File: config.mk
export PLATFORM = sky130hd
export DESIGN_NAME = toroidal_life_generation
export DESIGN_NICKNAME = d
export VERILOG_FILES = /design/src/rtl/tlg_pkg.sv /design/src/rtl/tlg_ctrl.sv /design/src/rtl/tlg_dpath.sv /design/src/rtl/toroidal_life_generation.sv
export SDC_FILE = /design/constraint.sdc
export NUM_CORES = 2
export LEC_CHECK = 0
export BUFFER_PORTS_ARGS = -buffer_cell sky130_fd_sc_hd__buf_2
export CELL_PAD_IN_SITES_DETAIL_PLACEMENT = 0
export CELL_PAD_IN_SITES_GLOBAL_PLACEMENT = 1
export CORE_ASPECT_RATIO = 2
export CORE_MARGIN = 5
export CORE_UTILIZATION = 40
export CTS_CLUSTER_SIZE = 25
export DETAILED_ROUTE_END_ITERATION = 16
export PLACE_DENSITY_LB_ADDON = 0.1
export SLEW_MARGIN = 40
export SYNTH_ARGS = -nofsm -noshare
export SYNTH_HDL_FRONTEND = slang
export SYNTH_SLANG_ARGS = --single-unit
File: constraint.sdc
create_clock -name i_clk -period 7.35 [get_ports i_clk]
set_input_delay 1.47 -clock i_clk [delete_from_list [all_inputs] [get_ports i_clk]]
set_output_delay 1.47 -clock i_clk [all_outputs]
set_load 0.01 [all_outputs]
File: src/rtl/tlg_pkg.sv
`timescale 1ns / 1ps
// ----------------------------------------------------------------------------
// tlg_pkg
// Shared types and codes for the toroidal life generation block: transfer
// payloads, opcodes and the command/status bundles between control and
// datapath.
// ----------------------------------------------------------------------------
package tlg_pkg;

    // Opcodes carried by an input transfer
    localparam logic [1:0] OP_WRITE   = 2'd0;
    localparam logic [1:0] OP_ADVANCE = 2'd1;
    localparam logic [1:0] OP_READ    = 2'd2;

    // Row memory read address selects
    localparam logic [1:0] SEL_ITEM  = 2'd0;   // row of the latched item
    localparam logic [1:0] SEL_LAST  = 2'd1;   // bottom row (above row 0)
    localparam logic [1:0] SEL_FIRST = 2'd2;   // top row
    localparam logic [1:0] SEL_NEXT  = 2'd3;   // row below the one in work

    typedef struct packed {
        logic [1:0] opcode;
        logic [4:0] row;
        logic [5:0] column;
        logic       cell_in;
    } t_in;

    typedef struct packed {
        logic cell_out;
        logic op_done;
    } t_out;

    // Controller to datapath
    typedef struct packed {
        logic       cap_item;      // latch accepted transfer
        logic       rd_en;         // issue row memory read
        logic [1:0] rd_sel;        // read address select
        logic       ld_above;      // capture read row as row above
        logic       ld_cur_first;  // capture read row as current and saved top row
        logic       clr_row;       // clear row counter
        logic       adv_step;      // write next-generation row, shift window
        logic       cell_write;    // write back modified row for a cell write
        logic       out_load;      // load result register
    } t_dp_cmd;

    // Datapath to controller
    typedef struct packed {
        logic [1:0] op;
        logic       in_grid;
        logic       last_row;
        logic       out_free;
    } t_dp_status;

endpackage

File: src/rtl/tlg_ctrl.sv
`timescale 1ns / 1ps
// ----------------------------------------------------------------------------
// tlg_ctrl
// Sequencer for cell reads, cell writes and row-by-row generation advance.
// Drives the input stall and issues commands to the datapath.
// ----------------------------------------------------------------------------
module tlg_ctrl (
    input  logic                i_clk,
    input  logic                i_rst_n,
    input  logic                i_in_valid,
    output logic                o_in_stall,
    input  tlg_pkg::t_dp_status i_status,
    output tlg_pkg::t_dp_cmd    o_cmd
);
    import tlg_pkg::*;

    localparam logic [2:0] S_IDLE      = 3'd0;
    localparam logic [2:0] S_DISPATCH  = 3'd1;
    localparam logic [2:0] S_CELL_USE  = 3'd2;
    localparam logic [2:0] S_PRE_FIRST = 3'd3;
    localparam logic [2:0] S_PRE_CUR   = 3'd4;
    localparam logic [2:0] S_ADV_RD    = 3'd5;
    localparam logic [2:0] S_ADV_WR    = 3'd6;
    localparam logic [2:0] S_DONE      = 3'd7;

    logic [2:0] r_state;
    logic [2:0] n_state;
    logic       w_accept;

    assign o_in_stall = (r_state != S_IDLE);
    assign w_accept   = i_in_valid && (r_state == S_IDLE);

    // Next state and commands
    always_comb begin
        n_state = r_state;
        o_cmd   = '0;
        unique case (r_state)
            S_IDLE: begin
                if (w_accept) begin
                    o_cmd.cap_item = 1'b1;
                    n_state        = S_DISPATCH;
                end
            end
            S_DISPATCH: begin
                priority if (i_status.op == OP_WRITE || i_status.op == OP_READ) begin
                    o_cmd.rd_en  = 1'b1;
                    o_cmd.rd_sel = SEL_ITEM;
                    n_state      = S_CELL_USE;
                end else if (i_status.op == OP_ADVANCE) begin
                    o_cmd.rd_en  = 1'b1;
                    o_cmd.rd_sel = SEL_LAST;
                    n_state      = S_PRE_FIRST;
                end else begin
                    n_state = S_DONE;
                end
            end
            S_CELL_USE: begin
                o_cmd.cell_write = (i_status.op == OP_WRITE) && i_status.in_grid;
                n_state          = S_DONE;
            end
            S_PRE_FIRST: begin
                o_cmd.ld_above = 1'b1;
                o_cmd.rd_en    = 1'b1;
                o_cmd.rd_sel   = SEL_FIRST;
                o_cmd.clr_row  = 1'b1;
                n_state        = S_PRE_CUR;
            end
            S_PRE_CUR: begin
                o_cmd.ld_cur_first = 1'b1;
                n_state            = S_ADV_RD;
            end
            S_ADV_RD: begin
                // bottom row takes the saved top row as its lower neighbour
                o_cmd.rd_en  = !i_status.last_row;
                o_cmd.rd_sel = SEL_NEXT;
                n_state      = S_ADV_WR;
            end
            S_ADV_WR: begin
                o_cmd.adv_step = 1'b1;
                n_state        = i_status.last_row ? S_DONE : S_ADV_RD;
            end
            S_DONE: begin
                if (i_status.out_free) begin
                    o_cmd.out_load = 1'b1;
                    n_state        = S_IDLE;
                end
            end
            default: begin
                n_state = S_IDLE;
            end
        endcase
    end

    // State register
    always_ff @(posedge i_clk) begin
        if (!i_rst_n) begin
            r_state <= S_IDLE;
        end else begin
            r_state <= n_state;
        end
    end

`ifndef SYNTHESIS
    a_last_row_ends: assert property (@(posedge i_clk) disable iff (!i_rst_n)
        (r_state == S_ADV_WR && i_status.last_row) |=> (r_state == S_DONE))
        else $error("advance did not finish after the bottom row");

    a_accept_dispatch: assert property (@(posedge i_clk) disable iff (!i_rst_n)
        (i_in_valid && !o_in_stall) |=> (r_state == S_DISPATCH))
        else $error("accepted transfer not dispatched");

    a_write_guarded: assert property (@(posedge i_clk) disable iff (!i_rst_n)
        o_cmd.cell_write |-> (i_status.in_grid && i_status.op == OP_WRITE))
        else $error("cell write issued for a non-write or outside the grid");
`endif

endmodule

File: src/rtl/tlg_dpath.sv
`timescale 1ns / 1ps
// ----------------------------------------------------------------------------
// tlg_dpath
// Row memory with per-row valid bits, three-row neighbourhood window, saved
// top row, row-parallel next-generation logic and the result register.
// ----------------------------------------------------------------------------
module tlg_dpath #(
    parameter int GRID_WIDTH  = 64,
    parameter int GRID_HEIGHT = 32
) (
    input  logic                i_clk,
    input  logic                i_rst_n,
    input  tlg_pkg::t_in        i_in,
    input  tlg_pkg::t_dp_cmd    i_cmd,
    output tlg_pkg::t_dp_status o_status,
    output logic                o_out_valid,
    input  logic                i_out_stall,
    output tlg_pkg::t_out       o_out
);
    import tlg_pkg::*;

    localparam int RW = $clog2(GRID_HEIGHT);
    localparam int CW = $clog2(GRID_WIDTH);
    localparam logic [RW-1:0] LastRow = RW'(GRID_HEIGHT - 1);

    // latched item
    logic [1:0]            r_op;
    logic [RW-1:0]         r_row;
    logic [CW-1:0]         r_col;
    logic                  r_val;
    logic                  r_in_grid;

    // row memory and read port
    logic [GRID_WIDTH-1:0] r_mem [GRID_HEIGHT];
    logic [GRID_HEIGHT-1:0] r_row_vld;
    logic [GRID_WIDTH-1:0] r_rd_data;
    logic                  r_rd_vld;
    logic [RW-1:0]         w_rd_addr;
    logic [GRID_WIDTH-1:0] w_rd_row;

    // write port
    logic                  w_we;
    logic [RW-1:0]         w_wr_addr;
    logic [GRID_WIDTH-1:0] w_wr_data;
    logic [GRID_WIDTH-1:0] w_rmw_row;

    // generation window
    logic [GRID_WIDTH-1:0] r_above;
    logic [GRID_WIDTH-1:0] r_cur;
    logic [GRID_WIDTH-1:0] r_row0;
    logic [GRID_WIDTH-1:0] w_below;
    logic [GRID_WIDTH-1:0] w_new_row;
    logic [RW-1:0]         r_row_cnt;
    logic                  w_last;

    // result
    t_out                  r_out;
    logic                  r_out_valid;

    // Item capture
    always_ff @(posedge i_clk) begin
        if (i_cmd.cap_item) begin
            r_op      <= i_in.opcode;
            r_row     <= RW'(i_in.row);
            r_col     <= CW'(i_in.column);
            r_val     <= i_in.cell_in;
            r_in_grid <= (32'(i_in.row) < GRID_HEIGHT) && (32'(i_in.column) < GRID_WIDTH);
        end
    end

    // Read address select
    always_comb begin
        unique case (i_cmd.rd_sel)
            SEL_ITEM:  w_rd_addr = r_row;
            SEL_LAST:  w_rd_addr = LastRow;
            SEL_FIRST: w_rd_addr = '0;
            SEL_NEXT:  w_rd_addr = r_row_cnt + RW'(1);
        endcase
    end

    // A row never written since reset reads as all dead
    assign w_rd_row = r_rd_vld ? r_rd_data : '0;

    // Read-modify-write row for a single cell write
    always_comb begin
        w_rmw_row        = w_rd_row;
        w_rmw_row[r_col] = r_val;
    end

    assign w_we      = i_cmd.adv_step || i_cmd.cell_write;
    assign w_wr_addr = i_cmd.cell_write ? r_row : r_row_cnt;
    assign w_wr_data = i_cmd.cell_write ? w_rmw_row : w_new_row;

    // Row memory
    always_ff @(posedge i_clk) begin
        if (w_we) begin
            r_mem[w_wr_addr] <= w_wr_data;
        end
        if (i_cmd.rd_en) begin
            r_rd_data <= r_mem[w_rd_addr];
        end
    end

    // Row valid bits and read valid flag
    always_ff @(posedge i_clk) begin
        if (!i_rst_n) begin
            r_row_vld <= '0;
            r_rd_vld  <= 1'b0;
        end else begin
            if (w_we) begin
                r_row_vld[w_wr_addr] <= 1'b1;
            end
            if (i_cmd.rd_en) begin
                r_rd_vld <= r_row_vld[w_rd_addr];
            end
        end
    end

    // Row counter for the advance
    assign w_last = (r_row_cnt == LastRow);

    always_ff @(posedge i_clk) begin
        if (!i_rst_n) begin
            r_row_cnt <= '0;
        end else if (i_cmd.clr_row) begin
            r_row_cnt <= '0;
        end else if (i_cmd.adv_step && !w_last) begin
            r_row_cnt <= r_row_cnt + RW'(1);
        end
    end

    // Neighbourhood window: above / current / saved top row
    assign w_below = w_last ? r_row0 : w_rd_row;

    always_ff @(posedge i_clk) begin
        if (i_cmd.ld_above) begin
            r_above <= w_rd_row;
        end else if (i_cmd.adv_step) begin
            r_above <= r_cur;
        end
        if (i_cmd.ld_cur_first) begin
            r_cur  <= w_rd_row;
            r_row0 <= w_rd_row;
        end else if (i_cmd.adv_step) begin
            r_cur <= w_below;
        end
    end

    // Next-generation row, one cell per column, wrapping left and right
    for (genvar c = 0; c < GRID_WIDTH; c++) begin : g_cell
        localparam int Lc = (c == 0) ? GRID_WIDTH - 1 : c - 1;
        localparam int Rc = (c == GRID_WIDTH - 1) ? 0 : c + 1;
        logic [3:0] w_cnt;

        assign w_cnt = 4'(r_above[Lc]) + 4'(r_above[c]) + 4'(r_above[Rc])
                     + 4'(r_cur[Lc])                    + 4'(r_cur[Rc])
                     + 4'(w_below[Lc]) + 4'(w_below[c]) + 4'(w_below[Rc]);

        assign w_new_row[c] = r_cur[c] ? (w_cnt == 4'd2 || w_cnt == 4'd3)
                                       : (w_cnt == 4'd3);
    end

    // Result register
    always_ff @(posedge i_clk) begin
        if (i_cmd.out_load) begin
            r_out.cell_out <= (r_op == OP_READ && r_in_grid) ? w_rd_row[r_col] : 1'b0;
            r_out.op_done  <= (r_op == OP_WRITE) || (r_op == OP_ADVANCE) ||
                              (r_op == OP_READ);
        end
    end

    always_ff @(posedge i_clk) begin
        if (!i_rst_n) begin
            r_out_valid <= 1'b0;
        end else if (i_cmd.out_load) begin
            r_out_valid <= 1'b1;
        end else if (!i_out_stall) begin
            r_out_valid <= 1'b0;
        end
    end

    assign o_out       = r_out;
    assign o_out_valid = r_out_valid;

    assign o_status.op       = r_op;
    assign o_status.in_grid  = r_in_grid;
    assign o_status.last_row = w_last;
    assign o_status.out_free = !r_out_valid || !i_out_stall;

`ifndef SYNTHESIS
    a_load_free: assert property (@(posedge i_clk) disable iff (!i_rst_n)
        i_cmd.out_load |-> (!r_out_valid || !i_out_stall))
        else $error("result loaded over a stalled transfer");

    a_row_range: assert property (@(posedge i_clk) disable iff (!i_rst_n)
        32'(r_row_cnt) < GRID_HEIGHT)
        else $error("row counter beyond the bottom row");

    a_row_marked: assert property (@(posedge i_clk) disable iff (!i_rst_n)
        w_we |=> r_row_vld[$past(w_wr_addr)])
        else $error("written row not marked valid");
`endif

endmodule

File: src/rtl/toroidal_life_generation.sv
`timescale 1ns / 1ps
// Sequence (no output stall): a cell write or read passes DISPATCH, CELL_USE and
//   DONE before the result loads, an unused opcode DISPATCH and DONE, and an
//   advance PRE_FIRST, PRE_CUR, then ADV_RD and ADV_WR per row (single read port), then DONE.
//   The input stalls outside idle, so no new item is taken until the result loads.
// Reset: control and per-row valid bits cleared at once, so the grid reads all dead;
//   items are taken from the first cycle after reset; a held result stalls the input.
// ----------------------------------------------------------------------------
// toroidal_life_generation
// Toroidal life grid held as a row memory; cell write, cell read and a
// row-by-row one-generation advance, each giving one result transfer.
// ----------------------------------------------------------------------------
module toroidal_life_generation #(
    parameter int GRID_WIDTH  = 64,
    parameter int GRID_HEIGHT = 32
) (
    input  logic           i_clk,
    input  logic           i_rst_n,
    input  logic           i_in_valid,
    output logic           o_in_stall,
    input  tlg_pkg::t_in   i_in,
    output logic           o_out_valid,
    input  logic           i_out_stall,
    output tlg_pkg::t_out  o_out
);
    import tlg_pkg::*;

    t_dp_cmd    w_cmd;
    t_dp_status w_status;

    // Sequencer
    tlg_ctrl u_ctrl (
        .i_clk      (i_clk),
        .i_rst_n    (i_rst_n),
        .i_in_valid (i_in_valid),
        .o_in_stall (o_in_stall),
        .i_status   (w_status),
        .o_cmd      (w_cmd)
    );

    // Grid storage and generation logic
    tlg_dpath #(
        .GRID_WIDTH  (GRID_WIDTH),
        .GRID_HEIGHT (GRID_HEIGHT)
    ) u_dpath (
        .i_clk       (i_clk),
        .i_rst_n     (i_rst_n),
        .i_in        (i_in),
        .i_cmd       (w_cmd),
        .o_status    (w_status),
        .o_out_valid (o_out_valid),
        .i_out_stall (i_out_stall),
        .o_out       (o_out)
    );

endmodule
==> impl_metrics.json <==
{
  "core_mm2": 0.2599,
  "syn_avg_cell_area_um2": 16.62,
  "yosysTopAreaCell": "edfxtp_1",
  "htree_levels": 4,
  "post_cts_resized": 0,
  "numCtsBuffers": 220,
  "dieArea_mm2": 0.2718,
  "synth_edf_count": 2320,
  "crit_path_start_kind": "register",
  "max-vdd-ir-drop_mv": 0.2095,
  "postLayoutCellArea_mm2": 0.1182,
  "crit_family": "adder cells",
  "antenna_found_initial": 6,
  "synth_warnings": 0,
  "finClkSkew_ns": 0.08942,
  "tritoncts": "done",
  "grt_busiest_layer": "met2",
  "yosys-top-cells-area": "edfxtp_1, mux4_2, ha_1, fa_1, nand2_1",
  "area_delta_synth_final_pct": 13.26,
  "vias_per_cell": 5.780,
  "grt_pass1_vias": 61470,
  "syn_nets": 6747,
  "status": "completed",
  "fp-row-count": 265,
  "cp.required_ns": 7.99,
  "clk_path_buf_depth": 4,
  "n_fill_cell": 22790,
  "crit_cells": 20,
  "drc": 0,
  "ant_nets": 0,
  "crit_start": "u_dpath.r_row_cnt[0]",
  "r2r_start": "u_dpath.r_row_cnt[0]",
  "worstRegToRegCells": 20,
  "drtPass1Iterations": 5,
  "rsz0062_at_grt": "false",
  "setup_violations": 0,
  "path_clk_slew_ns": 0.06,
  "synth-seq-cells": 2362,
  "groute.usage.overall": 0.2503,
  "gr-usage-met2": 0.4631,
  "r2r_slack_ns": 1.50,
  "layout.nets": 6947,
  "slowest_delay_ns": 0.53,
  "die_x_um": 371.1,
  "grt_pass1_wl_mm": 477.8,
  "synth_top_area_share": 0.6678,
  "start_util": 0.4013,
  "critPathBufInv": 6,
  "synth-async-reset-ratio": 0,
  "clock.fmax_mhz": 171.0,
  "setup_tns_ns": 0,
  "period_minus_slack_ns": 5.849,
  "cap_violations": 0,
  "ys_types": 62,
  "cts_setup_buffers": 0,
  "cts_hold_buffers": 0,
  "drive_gt1_frac": 0.1889,
  "path_class": "reg2reg",
  "grtUsageMet1": 0.3062,
  "wl_per_cell_um": 33.87,
  "fin_crit_sh": 0.7958,
  "cts_sinks": 2362,
  "root_buffer": "clkbuf_16",
  "place_area_mm2": 0.1109,
  "leakage_nw": 41.61,
  "arrival_ns": 6.49,
  "syn_area_mm2": 0.1043,
  "r2r-end": "u_dpath.r_mem[8][53]",
  "cp_max_fo": 34,
  "die_y_um": 732.3,
  "gp_congestion": 0.8357,
  "p_per_area_mw_per_mm2": 334.9,
  "max_slew_margin": 0.4236,
  "drtIter0Drc": 5006,
  "tightest_slew_ns": 0.8589,
  "multi_input_area_mm2": 0.03133,
  "path_cells": "ha_1 -> and3_1 -> ha_4 -> buf_12 -> buf_4 -> buf_4 -> nand2_1 -> o21ai_1 -> xor2_1 -> ha_1 -> inv_1 -> fa_1 -> inv_1 -> ha_1 -> a21oi_1 -> fa_1 -> nor4b_1 -> o221ai_1 -> o21ai_2 -> buf_4",
  "ys_seq_area_frac": 0.6758,
  "dominantRegCellSynth": "edfxtp_1",
  "endpoint": "u_dpath.r_mem[8][53]",
  "hold_path_class": "reg2reg",
  "grt_start_max_net_pins": 121,
  "slew_violations": 0,
  "dp_hpwl_mm": 204.2,
  "hold_viol_final": 0,
  "vias": 58540,
  "grt_overflow_total": 0,
  "register_area_mm2": 0.07051,
  "ios": 22,
  "clk_latency_ns": 0.91,
  "port_buffers": 21,
  "use_met3": 0.02284,
  "netlist_instances": 6279,
  "slowest_stage": "fa_1",
  "worstSetupEndpointType": "register",
  "routed_wl_mm": 343.0
}
==> kinds of logic after synthesis <==
group	count (synthesis)	synth area share
flops	2362	0.6758
simple gates	1147	0.05011
buf+inv	804	0.03279
compound gates	797	0.04783
mux	592	0.1192
fa+ha+maj	450	0.06361
xor+xnor	127	0.01066
==> metal layers <==
layer	share of wire	vias to the layer above
li1	-	24560
met1	0.38	31780
met2	0.54	1727
met3	0.043	474
met4	0.039	0
met5	0	-
==> how the worst min path moves through the flow <==
stage | start | cells after the start | endpoint | slack, ns
floorplan | u_dpath.r_row_vld[17] | 1 | u_dpath.r_row_vld[17] | 0.43
global placement | u_dpath.r_row_vld[26] | 1 | u_dpath.r_row_vld[26] | 0.44
detailed placement | u_dpath.r_row_vld[8] | 1 | u_dpath.r_row_vld[8] | 0.45
CTS | u_dpath.r_row_vld[8] | 1 | u_dpath.r_row_vld[8] | 0.46
global route | u_dpath.r_row_vld[16] | 1 | u_dpath.r_row_vld[16] | 0.48
finish | u_dpath.r_row_vld[5] | 1 | u_dpath.r_row_vld[5] | 0.46
==> layout by cell type, fill, tap and decap left out, types with 10 or more instances in the layout <==
master,netlist,layout
xor2_1,104,104
bufinv_16,0,22
a32oi_1,64,64
mux4_2,519,519
nor2_1,179,142
o21ai_1,61,62
o21ai_4,0,19
clkbuf_1,149,34
fa_1,134,134
a31oi_1,70,69
mux2i_1,72,72
nand2_1,592,591
clkbuf_16,0,223
clkinv_2,0,38
nand3_1,136,136
inv_6,0,11
ha_1,316,315
buf_2,82,21
o21ai_2,0,24
o211ai_1,19,19
clkinv_4,0,10
buf_12,0,49
o21ai_0,136,92
and3_1,67,67
xnor2_1,23,23
nor2b_1,85,84
buf_8,0,14
clkinv_1,0,43
o221ai_1,43,42
buf_4,34,181
dfxtp_1,42,41
inv_1,500,500
a21o_1,63,62
edfxtp_1,2320,2320
a22oi_1,17,17
nor4b_1,41,41
nor2_4,1,35
a21oi_1,235,221
o21a_1,35,34
==> registers in the layout (all words and copies together) (netlist names), 3 cells and up <==
| name | count |
|---|---|
| u_ctrl.r_state | 3 |
| u_dpath.r_above | 64 |
| u_dpath.r_col | 6 |
| u_dpath.r_cur | 64 |
| u_dpath.r_mem | 2048 |
| u_dpath.r_rd_data | 64 |
| u_dpath.r_row | 5 |
| u_dpath.r_row0 | 64 |
| u_dpath.r_row_cnt | 5 |
| u_dpath.r_row_vld | 32 |
==> synth_stat cells (41+ instances only) <==
cell type	n
and3_1	67
fa_1	134
clkbuf_1	149
a21oi_1	235
buf_2	82
nand2_1	592
a21o_1	63
inv_1	500
o221ai_1	43
a31oi_1	70
edfxtp_1	2320
mux4_2	519
a32oi_1	64
nand3_1	136
xor2_1	104
ha_1	316
nor2b_1	85
mux2i_1	72
dfxtp_1	42
nor2_1	179
nor4b_1	41
o21ai_0	136
o21ai_1	61
==> area by class of cell <==
| cell class | instances | area share |
|---|---|---|
| sequential | 2362 | 0.5967 |
| multi-input combinational | 3113 | 0.2651 |
| clock buffer | 262 | 0.04883 |
| tap | 3471 | 0.03675 |
| timing repair buffer | 282 | 0.02533 |
| inverter | 500 | 0.01588 |
| clock inverter | 136 | 0.01129 |
| antenna | 2 | 0.00004235 |
==> through the flow <==
| step | hold WS (ns) | setup WS, ns | total power, mW | cells | util |
|---|---|---|---|---|---|
| finish | 0.4627 | 1.501 | 39.58 | 10130 | 0.4546 |
| global placement | 0.4438 | 1.314 | 27.94 | 9699 | 0.4240 |
| global route | 0.4770 | 1.175 | 41.27 | 10130 | 0.4546 |
| detailed placement | 0.4497 | 1.556 | 28.32 | 9720 | 0.4266 |
| floorplan | 0.4324 | -0.2696 | 24.34 | 6279 | - |
| CTS | 0.4642 | 1.513 | 39.92 | 10120 | 0.4540 |
==> where the power goes <==
group          switching (mW)  internal (mW)  leakage [nW]
Combinational            6.81           3.33          16.6
Sequential              0.212           17.6          21.5
Clock                    5.21           6.39          3.47
Total                    12.2           27.3          41.6
Note: power is estimated with default switching activity, not from simulation.
